==> config.mk <==
export PLATFORM = sky130hd
export DESIGN_NAME = overwriting_ring_deque
export DESIGN_NICKNAME = d
export VERILOG_FILES = /design/src/hdl/ord_pkg.sv /design/src/hdl/overwriting_ring_deque.sv /design/src/hdl/ord_ram.sv /design/src/hdl/ord_dp.sv /design/src/hdl/ord_ctrl.sv
export VERILOG_INCLUDE_DIRS = /design/src /design/src/hdl
export SDC_FILE = /design/constraint.sdc
export NUM_CORES = 1
export LEC_CHECK = 0
export BUFFER_PORTS_ARGS = -buffer_cell sky130_fd_sc_hd__buf_2
export CAP_MARGIN = 20
export CORE_ASPECT_RATIO = 1.4
export CORE_MARGIN = 2
export CORE_UTILIZATION = 26
export CTS_BUF_LIST = sky130_fd_sc_hd__clkbuf_8 sky130_fd_sc_hd__clkbuf_16
export DETAILED_ROUTE_END_ITERATION = 12
export GPL_TIMING_DRIVEN = 0
export HOLD_SLACK_MARGIN = 0.12
export PLACE_DENSITY = 0.38
export SYNTH_ARGS = -nofsm -noshare
export SYNTH_HDL_FRONTEND = slang
export SYNTH_SLANG_ARGS = --single-unit
==> constraint.sdc <==
create_clock -name clk -period 3 [get_ports clk]
set_input_delay 0.3 -clock clk [delete_from_list [all_inputs] [get_ports clk]]
set_output_delay 0.3 -clock clk [all_outputs]
set_load 0.05 [all_outputs]
==> src/hdl/assert_macros.svh <==
// Assertion macros shared by the ring deque modules.
`ifndef ASSERT_MACROS_SVH
`define ASSERT_MACROS_SVH

// Check that cons holds in the same cycle as ante.
`define ASSERT_IMPL(lbl, ante, cons) \
  lbl: assert property (@(posedge clk) disable iff (!rst_n) (ante) |-> (cons)) \
    else $error("assertion failed: same-cycle implication");

// Check that cons holds in the cycle after ante.
`define ASSERT_NEXT(lbl, ante, cons) \
  lbl: assert property (@(posedge clk) disable iff (!rst_n) (ante) |=> (cons)) \
    else $error("assertion failed: next-cycle implication");

`endif

==> src/hdl/ord_pkg.sv <==
// Package with types and constants for the overwriting ring deque.
`timescale 1ns / 1ps

package ord_pkg;

  localparam int MAX_DEPTH_DEF  = 16;
  localparam int WORD_WIDTH_DEF = 32;
  localparam int CAP_W          = 5;
  localparam int CAP_RESET      = 16;
  localparam int DATA_W         = 32;

  // Result status codes
  localparam logic STAT_OK        = 1'b0;
  localparam logic STAT_EMPTY_POP = 1'b1;

  typedef enum logic [1:0] {
    MODE_PUSH      = 2'd0,
    MODE_POP_FRONT = 2'd1,
    MODE_POP_BACK  = 2'd2
  } mode_t;

  typedef struct packed {
    mode_t                     mode;
    logic signed [DATA_W-1:0]  push_value;
  } in_item_t;

  typedef struct packed {
    logic signed [DATA_W-1:0]  pop_value;
    logic                      status;
    logic                      is_empty;
    logic                      is_full;
  } out_item_t;

  typedef enum logic {
    ST_IDLE = 1'b0,
    ST_READ = 1'b1
  } state_t;

  // Commands from the controller to the datapath.
  typedef struct packed {
    logic exec;       // carry out the accepted operation now
    logic load_read;  // capture the store read data as the popped word
    logic cfg_write;  // take the capacity write and empty the buffer
  } cmd_t;

  // Status from the datapath to the controller.
  typedef struct packed {
    logic needs_read; // current item is a pop that returns a stored word
  } sts_t;

endpackage

==> src/hdl/overwriting_ring_deque.sv <==
// Top level of the overwriting ring deque.
`timescale 1ns / 1ps
// Usage:
//   Input channel (in_valid/in_ready/in_data) carries one operation per
//   transfer: push to back, pop from front or pop from back. Each accepted
//   operation yields exactly one result on out_valid/out_ready/out_data with
//   the popped word, a status bit and the empty/full flags after the operation.
//   A push into a full buffer overwrites the oldest entry.
//   A push, an empty pop or an unknown mode has its result registered in the
//   cycle after acceptance; a pop that returns a stored word passes through
//   the registered read port of the entry store and the read wait state first.
//   One item per cycle for pushes while the receiver takes each result; a pop
//   that returns a stored word blocks new items until its result is loaded.
//   The cfg channel writes the capacity (1..MAX_DEPTH, saturated) and empties
//   the buffer; write it only while no operation is in flight.
//   Sync reset (rst_n low) empties the buffer, capacity min(16, MAX_DEPTH).
//   If the receiver stalls, the result holds in the output register and the
//   next item is not accepted until that result is transferred.

module overwriting_ring_deque
  import ord_pkg::*;
#(
  parameter int MAX_DEPTH  = MAX_DEPTH_DEF,
  parameter int WORD_WIDTH = WORD_WIDTH_DEF
) (
  input  logic             clk,
  input  logic             rst_n,
  input  logic             in_valid,
  output logic             in_ready,
  input  in_item_t         in_data,
  output logic             out_valid,
  input  logic             out_ready,
  output out_item_t        out_data,
  input  logic             cfg_valid,
  output logic             cfg_ready,
  input  logic [CAP_W-1:0] cfg_data
);

  cmd_t cmd;
  sts_t sts;

  ord_ctrl u_ctrl (
    .clk       (clk),
    .rst_n     (rst_n),
    .in_valid  (in_valid),
    .in_ready  (in_ready),
    .out_valid (out_valid),
    .out_ready (out_ready),
    .cfg_valid (cfg_valid),
    .cfg_ready (cfg_ready),
    .cmd       (cmd),
    .sts       (sts)
  );

  ord_dp #(
    .MAX_DEPTH  (MAX_DEPTH),
    .WORD_WIDTH (WORD_WIDTH)
  ) u_dp (
    .clk      (clk),
    .rst_n    (rst_n),
    .cmd      (cmd),
    .sts      (sts),
    .in_data  (in_data),
    .cfg_data (cfg_data),
    .out_data (out_data)
  );

endmodule

==> src/hdl/ord_ram.sv <==
// Generic single-write, single-read RAM with registered read data.
`timescale 1ns / 1ps

module ord_ram #(
  parameter int WIDTH = 32,
  parameter int DEPTH = 16
) (
  input  logic                     clk,
  input  logic                     wr_en,
  input  logic [$clog2(DEPTH)-1:0] wr_addr,
  input  logic [WIDTH-1:0]         wr_data,
  input  logic                     rd_en,
  input  logic [$clog2(DEPTH)-1:0] rd_addr,
  output logic [WIDTH-1:0]         rd_data
);

  logic [WIDTH-1:0] mem [DEPTH];
  logic [WIDTH-1:0] rd_data_r;

  // Write port
  always_ff @(posedge clk) begin
    if (wr_en) begin
      mem[wr_addr] <= wr_data;
    end
  end

  // Registered read port
  always_ff @(posedge clk) begin
    if (rd_en) begin
      rd_data_r <= mem[rd_addr];
    end
  end

  assign rd_data = rd_data_r;

endmodule

==> src/hdl/ord_dp.sv <==
// Datapath: pointers, full flag, capacity, entry store and result register.
`timescale 1ns / 1ps

module ord_dp
  import ord_pkg::*;
#(
  parameter int MAX_DEPTH  = MAX_DEPTH_DEF,
  parameter int WORD_WIDTH = WORD_WIDTH_DEF
) (
  input  logic             clk,
  input  logic             rst_n,
  input  cmd_t             cmd,
  output sts_t             sts,
  input  in_item_t         in_data,
  input  logic [CAP_W-1:0] cfg_data,
  output out_item_t        out_data
);

  `include "assert_macros.svh"

  localparam int PTR_W      = $clog2(MAX_DEPTH);
  localparam int RESET_CAP  = (CAP_RESET > MAX_DEPTH) ? MAX_DEPTH : CAP_RESET;
  localparam int RESET_LAST = RESET_CAP - 1;

  logic [PTR_W-1:0]      head_r, head_nxt;
  logic [PTR_W-1:0]      tail_r, tail_nxt;
  logic                  full_r, full_nxt;
  logic [PTR_W-1:0]      last_r, last_nxt;
  out_item_t             out_item_r, out_item_nxt;

  logic [PTR_W-1:0]      inc_head, inc_tail, dec_tail;
  logic                  empty;
  logic                  op_status;
  logic                  ram_we, ram_re;
  logic [PTR_W-1:0]      ram_raddr;
  logic [WORD_WIDTH-1:0] ram_wdata, ram_rdata;

  // Wrap-around pointer steps within the active capacity
  assign inc_head = (head_r == last_r) ? '0 : head_r + 1'b1;
  assign inc_tail = (tail_r == last_r) ? '0 : tail_r + 1'b1;
  assign dec_tail = (tail_r == '0) ? last_r : tail_r - 1'b1;
  assign empty    = (head_r == tail_r) && !full_r;

  assign ram_wdata = WORD_WIDTH'(unsigned'(in_data.push_value));

  // Decode the operation into pointer updates and store accesses
  always_comb begin
    head_nxt  = head_r;
    tail_nxt  = tail_r;
    full_nxt  = full_r;
    ram_we    = 1'b0;
    ram_re    = 1'b0;
    ram_raddr = head_r;
    op_status = STAT_OK;
    case (in_data.mode)
      MODE_PUSH: begin
        ram_we = 1'b1;
        if (!full_r) begin
          tail_nxt = inc_tail;
          full_nxt = (inc_tail == head_r);
        end else begin
          // overwrite the oldest entry and drag the head along
          head_nxt = inc_head;
          tail_nxt = inc_head;
        end
      end
      MODE_POP_FRONT: begin
        if (empty) begin
          op_status = STAT_EMPTY_POP;
        end else begin
          full_nxt  = 1'b0;
          ram_re    = 1'b1;
          ram_raddr = head_r;
          head_nxt  = inc_head;
        end
      end
      MODE_POP_BACK: begin
        if (empty) begin
          op_status = STAT_EMPTY_POP;
        end else begin
          full_nxt  = 1'b0;
          ram_re    = 1'b1;
          ram_raddr = dec_tail;
          tail_nxt  = dec_tail;
        end
      end
      default: begin
      end
    endcase
  end

  assign sts.needs_read = (in_data.mode inside {MODE_POP_FRONT, MODE_POP_BACK}) && !empty;

  // Saturate the capacity write to 1..MAX_DEPTH and keep it as a last index
  always_comb begin
    if (cfg_data == '0) begin
      last_nxt = '0;
    end else if (32'(cfg_data) > MAX_DEPTH) begin
      last_nxt = PTR_W'(MAX_DEPTH - 1);
    end else begin
      last_nxt = PTR_W'(cfg_data - 1'b1);
    end
  end

  // Hold pointers, flag and capacity; clear the buffer on a capacity write
  always_ff @(posedge clk) begin
    if (!rst_n) begin
      head_r <= '0;
      tail_r <= '0;
      full_r <= 1'b0;
      last_r <= PTR_W'(RESET_LAST);
    end else if (cmd.cfg_write) begin
      head_r <= '0;
      tail_r <= '0;
      full_r <= 1'b0;
      last_r <= last_nxt;
    end else if (cmd.exec) begin
      head_r <= head_nxt;
      tail_r <= tail_nxt;
      full_r <= full_nxt;
    end
  end

  // Build the result: flags at execute, popped word once the store answers
  always_comb begin
    out_item_nxt = out_item_r;
    if (cmd.exec) begin
      out_item_nxt.pop_value = '1;
      out_item_nxt.status    = op_status;
      out_item_nxt.is_empty  = (head_nxt == tail_nxt) && !full_nxt;
      out_item_nxt.is_full   = full_nxt;
    end
    if (cmd.load_read) begin
      out_item_nxt.pop_value = DATA_W'(signed'(ram_rdata));
    end
  end

  always_ff @(posedge clk) begin
    out_item_r <= out_item_nxt;
  end

  assign out_data = out_item_r;

  ord_ram #(
    .WIDTH (WORD_WIDTH),
    .DEPTH (MAX_DEPTH)
  ) u_store (
    .clk     (clk),
    .wr_en   (ram_we && cmd.exec),
    .wr_addr (tail_r),
    .wr_data (ram_wdata),
    .rd_en   (ram_re && cmd.exec),
    .rd_addr (ram_raddr),
    .rd_data (ram_rdata)
  );

  `ASSERT_IMPL(a_full_meets, full_r, head_r == tail_r)
  `ASSERT_IMPL(a_head_in_range, 1'b1, head_r <= last_r)
  `ASSERT_IMPL(a_tail_in_range, 1'b1, tail_r <= last_r)

endmodule

==> src/hdl/ord_ctrl.sv <==
// Controller: handshakes, store read wait state and result valid flag.
`timescale 1ns / 1ps

module ord_ctrl
  import ord_pkg::*;
(
  input  logic clk,
  input  logic rst_n,
  input  logic in_valid,
  output logic in_ready,
  output logic out_valid,
  input  logic out_ready,
  input  logic cfg_valid,
  output logic cfg_ready,
  output cmd_t cmd,
  input  sts_t sts
);

  `include "assert_macros.svh"

  state_t state_r, state_nxt;
  logic   out_valid_r, out_valid_nxt;

  // Drive handshakes and datapath commands
  always_comb begin
    in_ready      = (state_r == ST_IDLE) && (!out_valid_r || out_ready);
    cfg_ready     = (state_r == ST_IDLE);
    cmd.exec      = in_valid && in_ready;
    cmd.load_read = (state_r == ST_READ);
    cmd.cfg_write = cfg_valid && cfg_ready;
  end

  // Advance to the read wait state when a pop needs the store
  always_comb begin
    state_nxt = state_r;
    case (state_r)
      ST_IDLE: begin
        if (cmd.exec && sts.needs_read) begin
          state_nxt = ST_READ;
        end
      end
      ST_READ: begin
        state_nxt = ST_IDLE;
      end
      default: begin
        state_nxt = ST_IDLE;
      end
    endcase
  end

  // Raise valid when a result is loaded, drop it after the transfer
  always_comb begin
    out_valid_nxt = out_valid_r;
    if ((cmd.exec && !sts.needs_read) || cmd.load_read) begin
      out_valid_nxt = 1'b1;
    end else if (out_ready) begin
      out_valid_nxt = 1'b0;
    end
  end

  always_ff @(posedge clk) begin
    if (!rst_n) begin
      state_r     <= ST_IDLE;
      out_valid_r <= 1'b0;
    end else begin
      state_r     <= state_nxt;
      out_valid_r <= out_valid_nxt;
    end
  end

  assign out_valid = out_valid_r;

  `ASSERT_NEXT(a_pop_waits, cmd.exec && sts.needs_read, state_r == ST_READ)
  `ASSERT_IMPL(a_read_slot_free, state_r == ST_READ, !out_valid_r)
  `ASSERT_NEXT(a_read_delivers, state_r == ST_READ, out_valid_r && state_r == ST_IDLE)

endmodule
==> impl_metrics.toml, run 1 <==
[run_status]
status = "finished, violations left"
violations = "negative setup slack"

[sta]
max_slew_margin = 0.445
tightest_slew_ns = 0.832
layout_min_cycle_time_ns = 3.29
clock_skew_ns = 0.0118
rsz0062_at_grt = "true"
drv_slew = 0
post-route-period-util = 1.10
fmax_ghz = 0.304
setup_viol = 32
whs_ns = 0.164
hold_viol_final = 0
fin_ws_ns = -0.289

[setup_path]
crit_slowest_cell = "or4_4"
path_class = "flip-flop to flip-flop"
r2r-start = "u_dp.head_r[2]"
r2r_slack_ns = -0.29
startpoint = "u_dp.head_r[2]"
critPathLaunchType = "flip-flop"
path_cells = "buf_6, xor2_4, or4_4, o21ai_4, a2bb2oi_4, buf_12, clkbuf_16, buf_12, buf_16, mux2i_1, o22ai_1, or4_4"
crit_arrival_ns = 3.66
end_kind = "flip-flop"
worst_path_largest_cell_delay_ns = 0.56
required_ns = 3.37
cp_max_fo = 9

[power]
internal-power_uw = 14400
cellLeakagePower_uw = 0.00983
ir_drop_mv = 0.436
clkPwrFrac = 0.389
comb_power_share = 0.119
switchingPower_uw = 4560
switching_share = 0.241
power_density_nw_per_um2 = 620
power_frac_seq = 0.492

[logic_synthesis]
synth_nets = 1439
synth_top_family_by_area = "multiplexers"
postSynthCellCount = 1385
synth_area_sq_um = 23500
yosysSeqAreaShare = 0.752
syn_avg_cell_area_sq_um = 17.0
synth_simple_gate_area_frac = 0.0465
synth-seq-cells = 594
yosys.area_share.xor_xnor = 0.00857
synth.mux.area_fraction = 0.111
synth-adder-area-share = 0.00575
synth-compound-area-share = 0.0557
ys.warnings.count = 0
synthFlopType = "edfxtp_1"
synth_enable_flop_cells = 579
async_flop_share = 0
yosys.cell_types.count = 58

[drt]
detail_route.iter0.violations = 820
via_per_inst = 4.55
wl_microns = 71400
route.vias.total = 13200
drc_errors = 0
ant_nets = 0
drt-pass1-iter-count = 6
wire_per_inst_microns = 24.6

[cts]
cts_buffers = 60
clock_sink_count = 594
clock_latency_ns = 0.64
cts_tree = "yes"
htree_levels = 2
root_buffer = "clkbuf_16"
clock_path_buffers = 3
path_clk_slew_ns = 0.06

[worst_hold_path]
hold_class = "input port to flip-flop"
worstHoldStart = "cfg_data[1]"

[place]
post-dp-hpwl_microns = 44800
port_buffers = 81
dpl-instance-area_sq_um = 26100
routabilityCongestion = 0.801

[grt]
grt_start_max_net_pins = 23
overflow = 0
grt_util_met2 = 0.283
grt_pass1_vias = 13800
gr-usage-all-layers = 0.153
antenna_found_initial = 2
use_met1 = 0.182
grt-busiest-layer = "met2"
grtUsageMet3 = 0.0238
grt_pass1_wl_microns = 102000

[finish]
final_nets = 1729
final_common_cell = "edfxtp_1"
layout_common_cells = "edfxtp_1 (579), mux2i_1 (239), o22ai_1 (117)"
final_core_util = 0.341
drive_gt1_frac = 0.253
num_antenna_cells = 0
final_design_area_no_fill_sq_um = 30600
nFillCells = 8521
syn2layout_area_growth_pct = 30.1

[floorplanning]
die_area_sq_um = 92900
core_area_sq_um = 89600
dieHeight_microns = 360
fp-row-count = 130
die_w_microns = 258
io_pins = 82
initial_core_util = 0.262

[job]
max-cap-violations = 0
## path summary, 6_finish.rpt
path / end / depth (start not counted)
max reg2reg: u_dp.u_store.rd_data[15] / 12
min reg2reg: u_dp.out_data[30] / 2
max: u_dp.u_store.rd_data[15] / 12
min: u_dp.last_r[3] / 4
## through the flow
| step | worst slack [ns] | TNS, ns | power [uW] | std cells |
|---|---|---|---|---|
| finish | -0.289 | -7.40 | 19000 | 2906 |
| global route | -0.374 | -10.36 | 19600 | 2906 |
| CTS | -0.278 | -7.55 | 19200 | 2896 |
| detailed placement | -0.982 | -95.35 | 11200 | 2676 |
| global placement | -1.27 | -643.89 | 11200 | 2654 |
| floorplan | -0.0324 | -0.968 | 10500 | 1385 |
## Yosys cell counts, types with 4 or more instances
cell / count / area share
nor4_2: 5 / 0.0027
buf_1: 4 / 0.00064
ha_1: 10 / 0.0053
nor3_1: 13 / 0.0028
xnor2_1: 11 / 0.0041
edfxtp_1: 579 / 0.74
buf_2: 38 / 0.0081
or4_1: 32 / 0.010
nand2b_1: 5 / 0.0013
inv_1: 16 / 0.0026
dfxtp_1: 15 / 0.013
nor2_1: 45 / 0.0072
buf_6: 8 / 0.0038
nand2_1: 92 / 0.015
clkbuf_1: 16 / 0.0026
a21oi_1: 10 / 0.0021
o21ai_0: 6 / 0.0013
xor2_1: 12 / 0.0045
nor3b_1: 4 / 0.0013
o211ai_1: 5 / 0.0016
o22ai_1: 130 / 0.035
buf_4: 9 / 0.0029
mux2i_1: 259 / 0.11
nand3_1: 4 / 0.00085
## logic make-up after synthesis
kind of cell,after synthesis
compound gates,189
xor+xnor,23
fa+ha+maj,11
buf+inv,91
flops,594
mux,260
simple gates,217
## sequential cells by signal, indices dropped and copies added (netlist names)
name / count
u_dp.last_r: 4
u_dp.head_r: 4
u_dp.u_store.mem: 512
u_ctrl.out_valid: 1
u_dp.u_store.rd_data: 32
u_dp.tail_r: 4
u_dp.out_data: 35
u_ctrl.state_r: 1
u_dp.full_r: 1
## layer usage
| layer | up-vias | part of all wire |
|---|---|---|
| met2 | 251 | 0.53 |
| met5 | - | 0.00018 |
| met1 | 6795 | 0.41 |
| met4 | 2 | 0.025 |
| li1 | 6064 | - |
| met3 | 96 | 0.035 |
## power by group through the flow
| stage | Combinational (uW) | Sequential [uW] | Clock, uW |
|---|---|---|---|
| floorplan | 836 | 9700 | 0 |
| global placement | 1660 | 9510 | 0 |
| detailed placement | 1710 | 9510 | 0 |
| CTS | 2280 | 9330 | 7600 |
| global route | 2400 | 9340 | 7900 |
| finish | 2250 | 9330 | 7380 |
## critical path, delay by kind of cell (launching register included)
family	cells	cell delay (ns)
compound gates	3	0.50
mux	1	0.18
simple gates	2	1.10
buf+inv	5	0.73
flops	1	0.31
xor+xnor	1	0.14
## cell type report
class,instances,area (sq um),area share
flip-flops and latches,594,17700,0.579
multi-input cells,700,5850,0.191
repair buffers,231,2640,0.0864
clock buffers,61,1530,0.0499
well taps,1188,1490,0.0486
plain buffers,72,940,0.0307
clock inverters,44,372,0.0121
inverters,16,75.1,0.00245
## repair_timing
action / CTS / global route
hold buffers: 39 / 0
gates resized for setup: 224 / 8
setup endpoints to repair: 263 / 173
buffers inserted: 61 / 9
cloned: 18 / 1
endpoints found under the hold margin: 518 / 0
pin swaps: 41 / 4
Power figures use the tool's default switching activity.
==> inputs of run 2 (changes only) <==
--- a/config.mk
+++ b/config.mk
@@ -10,12 +10,11 @@
 export CAP_MARGIN = 20
 export CORE_ASPECT_RATIO = 1.4
 export CORE_MARGIN = 2
-export CORE_UTILIZATION = 26
+export CORE_UTILIZATION = 45
 export CTS_BUF_LIST = sky130_fd_sc_hd__clkbuf_8 sky130_fd_sc_hd__clkbuf_16
 export DETAILED_ROUTE_END_ITERATION = 12
 export GPL_TIMING_DRIVEN = 0
 export HOLD_SLACK_MARGIN = 0.12
-export PLACE_DENSITY = 0.38
 export SYNTH_ARGS = -nofsm -noshare
 export SYNTH_HDL_FRONTEND = slang
 export SYNTH_SLANG_ARGS = --single-unit
==> impl_metrics.toml, run 2 (synthesized netlist as in run 1, its figures left out) <==
[sta]
max_slew_margin = 0.348
rsz0062_at_grt = "true"
drv_slew = 0
tightest_slew_ns = 0.976
fmax_ghz = 0.310
clock_skew_ns = 0.0172
layout_min_cycle_time_ns = 3.22
fin_ws_ns = -0.224
setup_viol = 32
hold_viol_final = 0
tns_ns = -5.50
post-route-period-util = 1.07

[place]
place_ws_ns = -0.872
post-dp-hpwl_microns = 36400
dpl-instance-area_sq_um = 25300
port_buffers = 81
routabilityCongestion = 0.862

[grt]
antenna_found_initial = 1
overflow = 0
grt_pass1_vias = 13500
gr-usage-all-layers = 0.222
grt_pass1_wl_microns = 87000
grt_start_max_net_pins = 26

[drt]
detail_route.iter0.violations = 940
ant_nets = 0
wire_per_inst_microns = 25.3
wl_microns = 59800
route.vias.total = 13400
drt-pass1-iter-count = 5
drc_errors = 0
via_per_inst = 5.67

[job]
max-cap-violations = 0

[setup_path]
r2r-end = "u_dp.u_store.rd_data[8]"
r2r_slack_ns = -0.22
path_cells = "clkbuf_16, inv_8, ha_4, nor3b_4, mux2i_2, o21ai_4, a2bb2oi_4, buf_12, buf_16, buf_4, buf_12, mux2i_1, o22ai_1, or4_1"
crit_arrival_ns = 3.56
crit_buf_inv = 6
r2r-start = "u_dp.tail_r[0]"
required_ns = 3.34
r2r_cells = 14
worst_path_largest_cell_delay_ns = 0.53
path_class = "flip-flop to flip-flop"
cp_max_fo = 8
critPathLaunchType = "flip-flop"
end_kind = "flip-flop"
crit_slowest_cell = "or4_1"
cp_top_family = "buffers and inverters"
cpMostUsedCell = "buf_12"

[worst_hold_path]
whs_path_depth = 3
holdPathEnd = "u_dp.last_r[0]"
hold_class = "input port to flip-flop"
worstHoldStart = "cfg_valid"

[cts]
path_clk_slew_ns = 0.07
clock_path_buffers = 3
root_buffer = "clkbuf_16"
clock_sink_count = 594
cts_buffers = 56
clock_latency_ns = 0.61
cts_tree = "yes"
htree_levels = 2

[finish]
final_design_area_no_fill_sq_um = 29500
largest_reg_flops = 512
largest_register = "u_dp.u_store.mem"
drive_gt1_frac = 0.234
num_antenna_cells = 0
final_core_util = 0.568
layout_common_cells = "edfxtp_1 (579), mux2i_1 (252), o22ai_1 (125)"
final_nets = 1716
final_common_cell = "edfxtp_1"
syn2layout_area_growth_pct = 25.3

[floorplanning]
die_area_sq_um = 54100
io_pins = 82
die_w_microns = 197
initial_core_util = 0.453
core_area_sq_um = 51900
fp-row-count = 99
dieHeight_microns = 274

[run_status]
status = "finished, violations left"
violations = "negative setup slack"

[power]
ir_drop_mv = 0.394
power_density_nw_per_um2 = 636
cellLeakagePower_uw = 0.00968
-- run 2: cell types whose count changed in the layout (fill, tap and decap cells not counted), sizes merged, moves of 2 or more --
cell	change
buf	-8
bufinv	+4
clkbuf	-4
clkinvlp	-3
clkinv	+2
-- run 2: layer usage --
layer / part of all wire / wire length (microns) / vias up / GRT usage
met1: 0.40 / 24000 / 6846 / 0.271
met3: 0.045 / 2710 / 95 / 0.0309
met2: 0.52 / 31400 / 417 / 0.403
li1: - / - / 6055 / -
met5: 0 / 0 / - / 0
met4: 0.028 / 1680 / 0 / 0.0752
-- run 2: repair_timing --
item	4_1_cts	5_1_grt
gates resized for setup	194	13
setup buffers	65	4
pin swaps	43	1
gates cloned	13	0
endpoints found under the setup margin	222	76
hold buffers	39	0
endpoints found under the hold margin	518	0
-- run 2: worst max path at each step --
| stage | cells past startpoint | slack, ns | to | from |
|---|---|---|---|---|
| 4_1_cts | 14 | -0.21 | u_dp.u_store.rd_data[26] | u_dp.tail_r[0] |
| 3_3_place_gp | 6 | -0.97 | u_dp.u_store.mem[12][16] | u_ctrl.state_r |
| 2_1_floorplan | 12 | -0.03 | u_dp.u_store.rd_data[10] | u_dp.tail_r[0] |
| 3_5_place_dp | 12 | -0.87 | u_dp.u_store.rd_data[22] | u_dp.tail_r[0] |
| 5_1_grt | 14 | -0.31 | u_dp.u_store.rd_data[26] | u_dp.tail_r[0] |
| 6_report | 14 | -0.22 | u_dp.u_store.rd_data[8] | u_dp.tail_r[0] |
-- run 2: report_power, final --
group | internal (uW) | total, uW | switching [uW] | leakage, uW
combinational | 887 | 2110 | 1220 | 0.00336
clock | 4260 | 7310 | 3050 | 0.000959
sequential | 9280 | 9320 | 46.7 | 0.00537
-- run 2: tightest hold or removal path, cell delays in order --
cell      delay, ns
buf_2          0.07
nand2_1        0.16
o211ai_1       0.21
-- run 2: final cells by class --
cell class	instances	area, sq um
fill	3954	22400
sequential	594	17700
multi-input combinational	700	5720
timing repair buffer	220	2310
clock buffer	56	1400
buffer	74	927
tap	656	821
clock inverter	48	502
inverter	16	75.1
-- run 2: through the flow --
stage | hold slack, ns | cells | power [uW]
floorplan | 0.362 | 1385 | 10500
global placement | 0.503 | 2122 | 11100
detailed placement | 0.504 | 2140 | 11100
CTS | 0.147 | 2360 | 18800
global route | 0.184 | 2364 | 19300
finish | 0.180 | 2364 | 18700
